### src/hdl/gbc_pkg.sv
// Package for the gyro bias calibrator: widths, codes, constants and shared types.
// Used by every RTL module of the block; depends on nothing.
package gbc_pkg;

  localparam int DATA_W              = 16;
  localparam int CFG_W               = 13;
  localparam int NUM_AXES            = 3;
  localparam int MAX_CAL_SAMPLES_DEF = 4096;

  localparam logic [CFG_W-1:0]         CAL_COUNT_RESET = CFG_W'(100);
  localparam logic signed [DATA_W-1:0] DATA_MAX        = 16'sh7FFF;
  localparam logic signed [DATA_W-1:0] DATA_MIN        = 16'sh8000;
  localparam logic [1:0]               AXIS_FIRST      = 2'd0;
  localparam logic [1:0]               AXIS_LAST       = 2'(NUM_AXES - 1);

  // Opcode of an input item.
  localparam logic OP_CAL  = 1'b0;
  localparam logic OP_MEAS = 1'b1;

  // Operation of the shared adder.
  typedef enum logic [2:0] {
    ALU_ACC = 3'b001,
    ALU_SUB = 3'b010,
    ALU_NEG = 3'b100
  } alu_op_t;

  // Sequencer states.
  typedef enum logic [6:0] {
    S_IDLE  = 7'b0000001,
    S_ACC   = 7'b0000010,
    S_CHECK = 7'b0000100,
    S_DIV   = 7'b0001000,
    S_DIVW  = 7'b0010000,
    S_CORR  = 7'b0100000,
    S_DONE  = 7'b1000000
  } state_t;

  // Status of the divider as seen by the sequencer.
  typedef struct packed {
    logic busy;
    logic done;
  } div_stat_t;

endpackage

### src/hdl/gbc_divider.sv
// Restoring divider for the gyro bias calibrator, one quotient bit per cycle.
// Depends on gbc_pkg for the status type.
module gbc_divider import gbc_pkg::*; #(
  parameter int DVD_W = 28,
  parameter int DVS_W = 13
) (
  input  logic             clk,
  input  logic             rst,
  input  logic             start,
  input  logic [DVD_W-1:0] dividend,
  input  logic [DVS_W-1:0] divisor,
  output div_stat_t        stat,
  output logic [DVD_W-1:0] quotient
);

  localparam int ITER_W = $clog2(DVD_W + 1);

  logic [DVS_W-1:0] rem;
  logic [DVS_W-1:0] dvs;
  logic [DVD_W-1:0] quo;
  logic [ITER_W-1:0] iter;
  logic busy;
  logic done;

  logic [DVS_W:0]   partial;
  logic [DVS_W+1:0] diff;
  logic             fits;

  // Shift the next dividend bit into the remainder and try the subtraction.
  always_comb begin
    partial = {rem, quo[DVD_W-1]};
    diff    = {1'b0, partial} - {2'b00, dvs};
    fits    = ~diff[DVS_W+1];
  end

  always_ff @(posedge clk) begin
    if (rst) begin
      busy <= 1'b0;
      done <= 1'b0;
      iter <= '0;
    end else begin
      done <= 1'b0;
      if (start) begin
        busy <= 1'b1;
        iter <= ITER_W'(DVD_W);
      end else if (busy) begin
        iter <= iter - ITER_W'(1);
        if (iter == ITER_W'(1)) begin
          busy <= 1'b0;
          done <= 1'b1;
        end
      end
    end
  end

  always_ff @(posedge clk) begin
    if (start) begin
      rem <= '0;
      dvs <= divisor;
      quo <= dividend;
    end else if (busy) begin
      rem <= fits ? diff[DVS_W-1:0] : partial[DVS_W-1:0];
      quo <= {quo[DVD_W-2:0], fits};
    end
  end

  assign stat.busy = busy;
  assign stat.done = done;
  assign quotient  = quo;

endmodule

### src/hdl/gyro_bias_calibrate_and_correct.sv
// Top level of the gyro bias calibrator: sequencer, shared adder and state registers.
// Depends on gbc_pkg and instantiates gbc_divider.

// Gyro bias calibration and correction. Each input transfer carries one three-axis sample
// and an opcode. A calibration sample (opcode 0) is added to per-axis running sums; when
// the number of summed samples reaches calibration_count (0 acts as 1, values above
// MAX_CAL_SAMPLES act as MAX_CAL_SAMPLES), each bias becomes its sum divided by the sample
// count, truncated toward zero, and the sums restart. That result has bias_updated set and
// zero corrected values; other calibration results are all zero. A measure sample (opcode
// 1) has the bias subtracted per axis, saturated to the signed 16-bit range. One item is
// in work at a time, and in_stall stays high while it is. The axes go one after another
// through a single shared adder: a measure item runs its three subtractions, a calibration
// item its three additions and then a check of the sample count. The item that completes a
// calibration then runs the three divisions, one after another, on one restoring divider
// that retires one quotient bit a cycle; its dividend is the sum magnitude, SUM_W =
// 16 + ceil(log2(MAX_CAL_SAMPLES)) bits wide. The result is loaded into the output register
// once that is free, and the block then returns to idle to take the next input. The result
// sits in an output register, so the next input can be accepted while it waits to be
// taken. calibration_count is written through its own valid/ready port, which is always
// ready; write it only while the block is idle. Reset is synchronous and clears biases and
// sums.
module gyro_bias_calibrate_and_correct import gbc_pkg::*; #(
  parameter int MAX_CAL_SAMPLES = MAX_CAL_SAMPLES_DEF
) (
  input  logic                     clk,
  input  logic                     rst,
  // Input channel.
  input  logic                     in_valid,
  output logic                     in_stall,
  input  logic                     opcode,
  input  logic signed [DATA_W-1:0] raw_x,
  input  logic signed [DATA_W-1:0] raw_y,
  input  logic signed [DATA_W-1:0] raw_z,
  // Output channel.
  output logic                     out_valid,
  input  logic                     out_stall,
  output logic signed [DATA_W-1:0] corrected_x,
  output logic signed [DATA_W-1:0] corrected_y,
  output logic signed [DATA_W-1:0] corrected_z,
  output logic                     bias_updated,
  // Configuration channel.
  input  logic                     cfg_valid,
  output logic                     cfg_ready,
  input  logic [CFG_W-1:0]         calibration_count
);

  // The sample count never exceeds MAX_CAL_SAMPLES, and the sums grow by at most that
  // many 16-bit samples.
  localparam int CNT_W = $clog2(MAX_CAL_SAMPLES + 1);
  localparam int SUM_W = DATA_W + $clog2(MAX_CAL_SAMPLES);
  localparam int ALU_W = (SUM_W > DATA_W) ? SUM_W : DATA_W + 1;
  localparam int CMP_W = (CNT_W > CFG_W) ? CNT_W : CFG_W;

  localparam logic [CMP_W-1:0] MAX_CNT = CMP_W'(MAX_CAL_SAMPLES);
  localparam logic [SUM_W-1:0] POS_LIM = SUM_W'(2 ** (DATA_W - 1) - 1);
  localparam logic [SUM_W-1:0] NEG_LIM = SUM_W'(2 ** (DATA_W - 1));

  state_t state;
  logic [1:0] axis;

  logic [CFG_W-1:0]         cal_cnt;
  logic signed [DATA_W-1:0] raw_r  [NUM_AXES];
  logic signed [SUM_W-1:0]  sum_r  [NUM_AXES];
  logic signed [DATA_W-1:0] bias_r [NUM_AXES];
  logic signed [DATA_W-1:0] res_r  [NUM_AXES];
  logic [CNT_W-1:0]         samples;
  logic                     upd_r;
  logic                     neg_r;

  // Shared adder.
  alu_op_t                  alu_op;
  logic signed [DATA_W-1:0] raw_sel;
  logic signed [SUM_W-1:0]  sum_sel;
  logic signed [DATA_W-1:0] bias_sel;
  logic [ALU_W-1:0]         alu_a;
  logic [ALU_W-1:0]         alu_b;
  logic                     alu_cin;
  logic [ALU_W-1:0]         alu_y;
  logic signed [DATA_W-1:0] corr_sat;

  // Division.
  logic [CMP_W-1:0]         eff_cnt;
  logic                     cal_complete;
  logic                     div_start;
  logic [SUM_W-1:0]         div_dividend;
  logic [SUM_W-1:0]         div_quot;
  div_stat_t                div_stat;
  logic signed [DATA_W-1:0] bias_new;

  logic out_free;

  assign cfg_ready = 1'b1;
  assign in_stall  = (state != S_IDLE);
  assign out_free  = ~out_valid | ~out_stall;

  always_ff @(posedge clk) begin
    if (rst) begin
      cal_cnt <= CAL_COUNT_RESET;
    end else if (cfg_valid && cfg_ready) begin
      cal_cnt <= calibration_count;
    end
  end

  // Effective count: zero acts as one, and the count is capped at MAX_CAL_SAMPLES.
  always_comb begin
    if (cal_cnt == '0) begin
      eff_cnt = CMP_W'(1);
    end else if (CMP_W'(cal_cnt) > MAX_CNT) begin
      eff_cnt = MAX_CNT;
    end else begin
      eff_cnt = CMP_W'(cal_cnt);
    end
    cal_complete = (CMP_W'(samples) >= eff_cnt);
  end

  // The sequencer state picks what the shared adder does for the current axis.
  always_comb begin
    raw_sel  = raw_r[axis];
    sum_sel  = sum_r[axis];
    bias_sel = bias_r[axis];
    priority if (state == S_ACC) begin
      alu_op = ALU_ACC;
    end else if (state == S_DIV) begin
      alu_op = ALU_NEG;
    end else begin
      alu_op = ALU_SUB;
    end
    unique case (alu_op)
      ALU_ACC: begin
        alu_a   = ALU_W'(sum_sel);
        alu_b   = ALU_W'(raw_sel);
        alu_cin = 1'b0;
      end
      ALU_NEG: begin
        alu_a   = '0;
        alu_b   = ~ALU_W'(sum_sel);
        alu_cin = 1'b1;
      end
      default: begin
        alu_a   = ALU_W'(raw_sel);
        alu_b   = ~ALU_W'(bias_sel);
        alu_cin = 1'b1;
      end
    endcase
    alu_y = alu_a + alu_b + ALU_W'(alu_cin);

    // The difference of two 16-bit values fits in 17 bits; saturate it back to 16.
    if (alu_y[DATA_W] != alu_y[DATA_W-1]) begin
      corr_sat = alu_y[DATA_W] ? DATA_MIN : DATA_MAX;
    end else begin
      corr_sat = alu_y[DATA_W-1:0];
    end

    div_dividend = sum_sel[SUM_W-1] ? alu_y[SUM_W-1:0] : sum_sel;
    div_start    = (state == S_DIV);
  end

  gbc_divider #(
    .DVD_W (SUM_W),
    .DVS_W (CNT_W)
  ) u_div (
    .clk      (clk),
    .rst      (rst),
    .start    (div_start),
    .dividend (div_dividend),
    .divisor  (samples),
    .stat     (div_stat),
    .quotient (div_quot)
  );

  // Restore the sign of the quotient magnitude and keep it in the 16-bit range.
  always_comb begin
    if (neg_r) begin
      bias_new = (div_quot > NEG_LIM) ? DATA_MIN : -div_quot[DATA_W-1:0];
    end else begin
      bias_new = (div_quot > POS_LIM) ? DATA_MAX : div_quot[DATA_W-1:0];
    end
  end

  always_ff @(posedge clk) begin
    if (rst) begin
      state   <= S_IDLE;
      axis    <= AXIS_FIRST;
      samples <= '0;
      upd_r   <= 1'b0;
      for (int i = 0; i < NUM_AXES; i++) begin
        sum_r[i]  <= '0;
        bias_r[i] <= '0;
      end
    end else begin
      unique case (state)
        S_IDLE: begin
          if (in_valid) begin
            axis  <= AXIS_FIRST;
            upd_r <= 1'b0;
            state <= (opcode == OP_CAL) ? S_ACC : S_CORR;
          end
        end
        S_ACC: begin
          sum_r[axis] <= alu_y[SUM_W-1:0];
          if (axis == AXIS_LAST) begin
            axis    <= AXIS_FIRST;
            samples <= samples + CNT_W'(1);
            state   <= S_CHECK;
          end else begin
            axis <= axis + 2'd1;
          end
        end
        S_CHECK: begin
          state <= cal_complete ? S_DIV : S_DONE;
        end
        S_DIV: begin
          state <= S_DIVW;
        end
        S_DIVW: begin
          if (div_stat.done) begin
            bias_r[axis] <= bias_new;
            if (axis == AXIS_LAST) begin
              for (int i = 0; i < NUM_AXES; i++) begin
                sum_r[i] <= '0;
              end
              samples <= '0;
              upd_r   <= 1'b1;
              state   <= S_DONE;
            end else begin
              axis  <= axis + 2'd1;
              state <= S_DIV;
            end
          end
        end
        S_CORR: begin
          if (axis == AXIS_LAST) begin
            state <= S_DONE;
          end else begin
            axis <= axis + 2'd1;
          end
        end
        S_DONE: begin
          if (out_free) begin
            state <= S_IDLE;
          end
        end
        default: begin
          state <= S_IDLE;
        end
      endcase
    end
  end

  // Item payload and per-axis results; calibration items report zeros.
  always_ff @(posedge clk) begin
    if (state == S_IDLE && in_valid) begin
      raw_r[0] <= raw_x;
      raw_r[1] <= raw_y;
      raw_r[2] <= raw_z;
      for (int i = 0; i < NUM_AXES; i++) begin
        res_r[i] <= '0;
      end
    end else if (state == S_CORR) begin
      res_r[axis] <= corr_sat;
    end
    if (state == S_DIV) begin
      neg_r <= sum_sel[SUM_W-1];
    end
  end

  // Output register.
  always_ff @(posedge clk) begin
    if (rst) begin
      out_valid <= 1'b0;
    end else if (state == S_DONE && out_free) begin
      out_valid <= 1'b1;
    end else if (!out_stall) begin
      out_valid <= 1'b0;
    end
  end

  always_ff @(posedge clk) begin
    if (state == S_DONE && out_free) begin
      corrected_x  <= res_r[0];
      corrected_y  <= res_r[1];
      corrected_z  <= res_r[2];
      bias_updated <= upd_r;
    end
  end

endmodule

### config.mk
export PLATFORM = sky130hd
export DESIGN_NAME = gyro_bias_calibrate_and_correct
export DESIGN_NICKNAME = d
export VERILOG_FILES = /design/src/hdl/gbc_pkg.sv /design/src/hdl/gbc_divider.sv /design/src/hdl/gyro_bias_calibrate_and_correct.sv
export SDC_FILE = /design/constraint.sdc
export NUM_CORES = 1
export LEC_CHECK = 0
export BUFFER_PORTS_ARGS = -buffer_cell sky130_fd_sc_hd__buf_2
export CAP_MARGIN = 5
export CORE_MARGIN = 10
export CORE_UTILIZATION = 45
export DETAILED_ROUTE_END_ITERATION = 8
export MAX_ROUTING_LAYER = met4
export PLACE_DENSITY = 0.62
export SLEW_MARGIN = 20
export SYNTH_ARGS = -nofsm -noshare
export SYNTH_HDL_FRONTEND = slang
export SYNTH_HIERARCHICAL = 1
export SYNTH_SLANG_ARGS = --single-unit
export TNS_END_PERCENT = 10
### constraint.sdc
create_clock -name clk -period 8.9 [get_ports clk]
set_clock_uncertainty 0.05 [all_clocks]
set_input_delay 0.89 -clock clk [delete_from_list [all_inputs] [get_ports clk]]
set_output_delay 0.89 -clock clk [all_outputs]
set_load 0.1 [all_outputs]
# --- Word level (Yosys, flattened, before mapping) ---
# Memory sizes are Yosys's and may differ from the RTL's. A register that Yosys moved wholly into a read port is not among the register bits.
# Index checks and enable logic that the tools add are counted.
totals:
  register_bits: 100
  mem_bits_rw: 228
  inputBits: 67
  out_inout_bits: 52
  wordCells: 159
  mem_count: 4
op_classes:
  addsub: 7
  n_lt_le_gt_ge: 4
  n_eq_ne: 20
  n_mux: 83
  bitwise: 10
  reduce_logical: 16
mem_list:
  columns: ["name", "depth", "word_bits", "read_ports", "rd_ports_with_merged_regs", "wr", "line", "text"]
  rows:
  - ["sum_r", 3, 28, 1, 1, 3, "gyro_bias_calibrate_and_correct.sv:63", "logic signed [SUM_W-1:0] sum_r [NUM_AXES];"]
  - ["bias_r", 3, 16, 1, 1, 3, "gyro_bias_calibrate_and_correct.sv:64", "logic signed [DATA_W-1:0] bias_r [NUM_AXES];"]
  - ["raw_r", 3, 16, 1, 1, 3, "gyro_bias_calibrate_and_correct.sv:62", "logic signed [DATA_W-1:0] raw_r [NUM_AXES];"]
  - ["res_r", 3, 16, 3, 3, 3, "gyro_bias_calibrate_and_correct.sv:65", "logic signed [DATA_W-1:0] res_r [NUM_AXES];"]
ops:
  columns: ["operator", "n"]
  rows:
  - ["$mux 28", 7]
  - ["$mux 16", 7]
  - ["$pmux 28 s2", 2]
  - ["$mux 13", 6]
  - ["$mux 7", 7]
  - ["$pmux 7 s7", 1]
  - ["$mux 1", 32]
  - ["$reduce_or 16->1", 2]
  - ["$add 28x1->28", 1]
  - ["$add 28x28->28", 1]
  - ["$gt 28x15->1 const B", 1]
  - ["$gt 28x16->1 const B", 1]
  - ["$not 16->28", 1]
  - ["$not 28->28", 1]
  - ["$reduce_or 28->1", 1]
  - ["$mux 2", 13]
  - ["$pmux 13 s2", 1]
  - ["$neg 16->16", 1]
  - ["$sub 14x13->15", 1]
  - ["$add 13x1->13 const B", 1]
  - ["$ge 13x13->1", 1]
  - ["$gt 13x13->1 const B", 1]
  - ["$logic_not 13->1", 1]
  - ["$mux 5", 2]
  - ["31 further kinds", 47]

# --- Logic depth before layout (Yosys ltp) ---
depth:
  depth_word: 10
  mapped_depth: 19
  mapped_depth_nobuf: 17

# --- Modules after synthesis ---
# The synthesis kept the hierarchy.
by_module_without_submodules:
  columns: ["mod", "instances", "cells_each", "area_each_um2", "seq_area_each_um2"]
  rows:
  - ["gyro_bias_calibrate_and_correct", 1, 1428, 17236.5, 10450.0]
  - ["gbc_divider", 1, 274, 3185.6, 1631.6]

# --- Worst setup path before layout ---
# Ideal clock, no wire load.
synth_path:
  path_type: "flip-flop to flip-flop"
  startpoint: "register (tool-made name)"
  endpoint: "register u_div.quo[16] (netlist: u_div/quotient[16]), data pin"
  setup_time_ns: 0.260
  arrival_ns: 4.652
  required_time_ns: 8.590
  setup_slack_ns: 3.938
  path_stages_with_launch: 17
  n_path_buf: 4
  synth_period_minus_slack_ns: 4.962
  path_cell_list: "dfxtp_1 -> buf_6 -> clkbuf_1 -> buf_1 -> mux4_2 -> a22oi_1 -> fa_1 -> inv_1 -> fa_1 -> a21o_1 -> a221oi_1 -> o21a_1 -> o211ai_1 -> xnor2_1 -> clkbuf_1 -> o21ai_0 -> mux2_2"
synth_rtl:
  columns: ["element", "line", "text"]
  rows:
  - ["end signal: assignment", "gbc_divider.sv:60", "quo <= dividend;"]
  - ["end signal: assignment", "gbc_divider.sv:63", "quo <= {quo[DVD_W-2:0], fits};"]
  - ["end: declaration", "gbc_divider.sv:20", "logic [DVD_W-1:0] quo;"]

==> metrics.md <==
| Metric | Value |
|---|---|
| Fin. Hold Viols | 0 |
| Clock transition at the registers of the reported paths | 0.06 ns |
| Die area | 54300 um^2 |
| CP Launch Type | register |
| Post-DRT Antenna Nets | 0 |
| Outcome | finished, final reports clean |
| Commonest cells after routing, fill and taps aside | 363 x edfxtp_1, 248 x nor2_1, 137 x nand2_1 |
| Fin crit period | 5.53 ns |
| Via/cell ratio | 5.68 |
| LEAKAGE | 8.62 nW |
| Longest Clk Path Bufs | 3 |
| CTS tree | done |
| Gp weighted congestion | 0.920 |
| Mean Syn Cell Area | 12.0 um^2 |
| DRC Markers | 0 |
| Diodes inserted | 0 |
| RSZ-0062 raised after global routing | no |
| Max Clk Rate | 181 MHz |
| Post-DP HPWL | 34.0 mm |
| Routed metal-1 wirelength | 21.9 mm |
| Clock latency on the worst-skew pair | 0.59 ns |
| Final Cycle Share | 0.621 |
| Via Count | 13.8k |
| Post_cts resized | 0 |
| Vias in the first global route | 13.6k |
| Worst flop-to-flop path startpoint | state[4] |
| Final wirelength | 50.1 mm |
| Hold Path End | corrected_z[5] |
| Hold depth | 0 |
| Setup TNS | 0 ns |
| Core Box Area | 44500 um^2 |
| Sinks on Clock Net | 422 |
| IO Port Bufs | 117 |
| Max-slew violations | 0 |
| Rows | 77 |
| Worst Tran Pin Value | 1.05 ns |
| Capturing element type of the critical path | register |
| Initial DRC count | 1498 |
| Share of layout cells above drive strength 1 | 0.169 |
| CP Max Fanout | 34 |
| Top Ports | 119 |
| Critical Path AT | 5.79 ns |
| DR WL met3 | 3.66 mm |
| Place WS | 3.44 ns |
| Post-DR wirelength/cell | 20.6 um |
| Final #Nets | 1934 |
| Peak VDD IR | 285 uV |
| Cts-stage hold buffer count | 0 |
| Max layer used | met4 |
| First-pass GRT wire length | 78.1 mm |
| Relative slew slack | 0.294 |
| Root Buffer | clkbuf_16 |
| Syn Nets | 1833 |
| Util after Layout | 0.518 |
| Num CTS Buffers | 45 |
| Reg2Reg Setup Slack | 3.37 ns |
| Most common cell after layout, fill and taps aside | edfxtp_1 |
| Hold Worst Slack | 0.367 ns |
| YS warnings | 6 |
| HP Start | res_r[2][5] |
| DR pass1 iterations | 5 |
| Area Overhead vs Synth | 13.0% |
| Pin count of the biggest net entering global routing | 55 |
| Max_cap viols | 0 |
| Starting density of the core | 0.459 |
| Syn Std Cell Area | 20400 um^2 |
| GRT overflow | 0 |
| Worst reg2reg path depth | 18 |
| PD cells | 312 nW/um^2 |
| Kind of critical path | register to register |
| Hold Path Class | register to register |
| Setup violations, final | 0 |
| Post-CTS setup buffers | 0 |
| Die width | 233 um |
| H-tree Lvls | 2 |
| Total track usage | 0.190 |
| Die Ht | 233 um |
| PnR worst setup slack | 3.37 ns |
| Reg2reg end | res_r[2][14] |
| Routed wl met2 | 23.3 mm |
| Initial antenna violation count | 0 |
| Worst endpoint required time | 9.16 ns |
| Cells after Synth | 1701 |
==> per-stage QoR <==
stage	std cells	area (um^2)	total power [mW]
CTS	2430	23100	7.21
detailed placement	2347	21600	5.27
global placement	2347	21600	5.22
finish	2430	23100	7.21
global route	2430	23100	7.61
floorplan	1701	20400	4.46
==> report_power, final <==
part           internal [mW]  total (mW)  switching, mW
sequential              2.45        2.54         0.0878
combinational          0.853        2.73           1.88
clock                   1.14        1.93          0.793
==> state kept, by name, summed over array words and instances, names as in the netlist, 2 cells and up, named ones only <==
signal and flops:
u_div/dvs 13, u_div/iter 5, corrected_x 16, sum_r 112
samples 13, bias_r 64, corrected_z 16, u_div/quotient 28
axis 2, res_r 48, u_div/rem 13, corrected_y 16
raw_r 48, cal_cnt 13, state 7
==> routing by layer <==
metal  global-route usage  vias up
met5                    -        -
met4               0.0629        0
met3               0.0338       79
met2                0.293      464
met1                0.249     6746
li1                     -     6502
==> final cells by class <==
class	count	area, um^2
sequential	422	12100
multi-input combinational	1120	7720
clock inverter	32	332
fill	3935	21400
clock buffer	51	1190
timing repair buffer	132	698
tap	592	741
inverter	81	304
==> critical path, cell delays in order, from the launching register on <==
cell and delay [ns]:
dfxtp_1 0.37, nor4_1 0.49, nand2_1 0.22, inv_2 0.59, nor2_1 0.09, buf_4 0.23
a22oi_1 0.23, fa_1 0.23, inv_1 0.05, fa_1 0.42, a21o_1 0.21, a221oi_1 0.57
o21a_1 0.24, o211ai_1 0.12, xnor2_1 0.13, buf_4 0.18, inv_1 0.40, maj3_1 0.34
nor2_1 0.06
==> worst max-delay path by stage <==
stage / endpoint / slack, ns / start / cells after the start
after detailed placement: res_r[2][14] / 3.44 / register / 13
final: res_r[2][14] / 3.37 / state[4] / 18
after floorplan: u_div/quotient[16] / 3.94 / register / 16
after CTS: res_r[2][14] / 3.41 / state[0] / 18
after global routing: res_r[1][3] / 3.00 / state[0] / 18
after global placement: res_r[0][14] / 3.43 / state[0] / 18
Note: power is estimated with default switching activity, not from simulation.
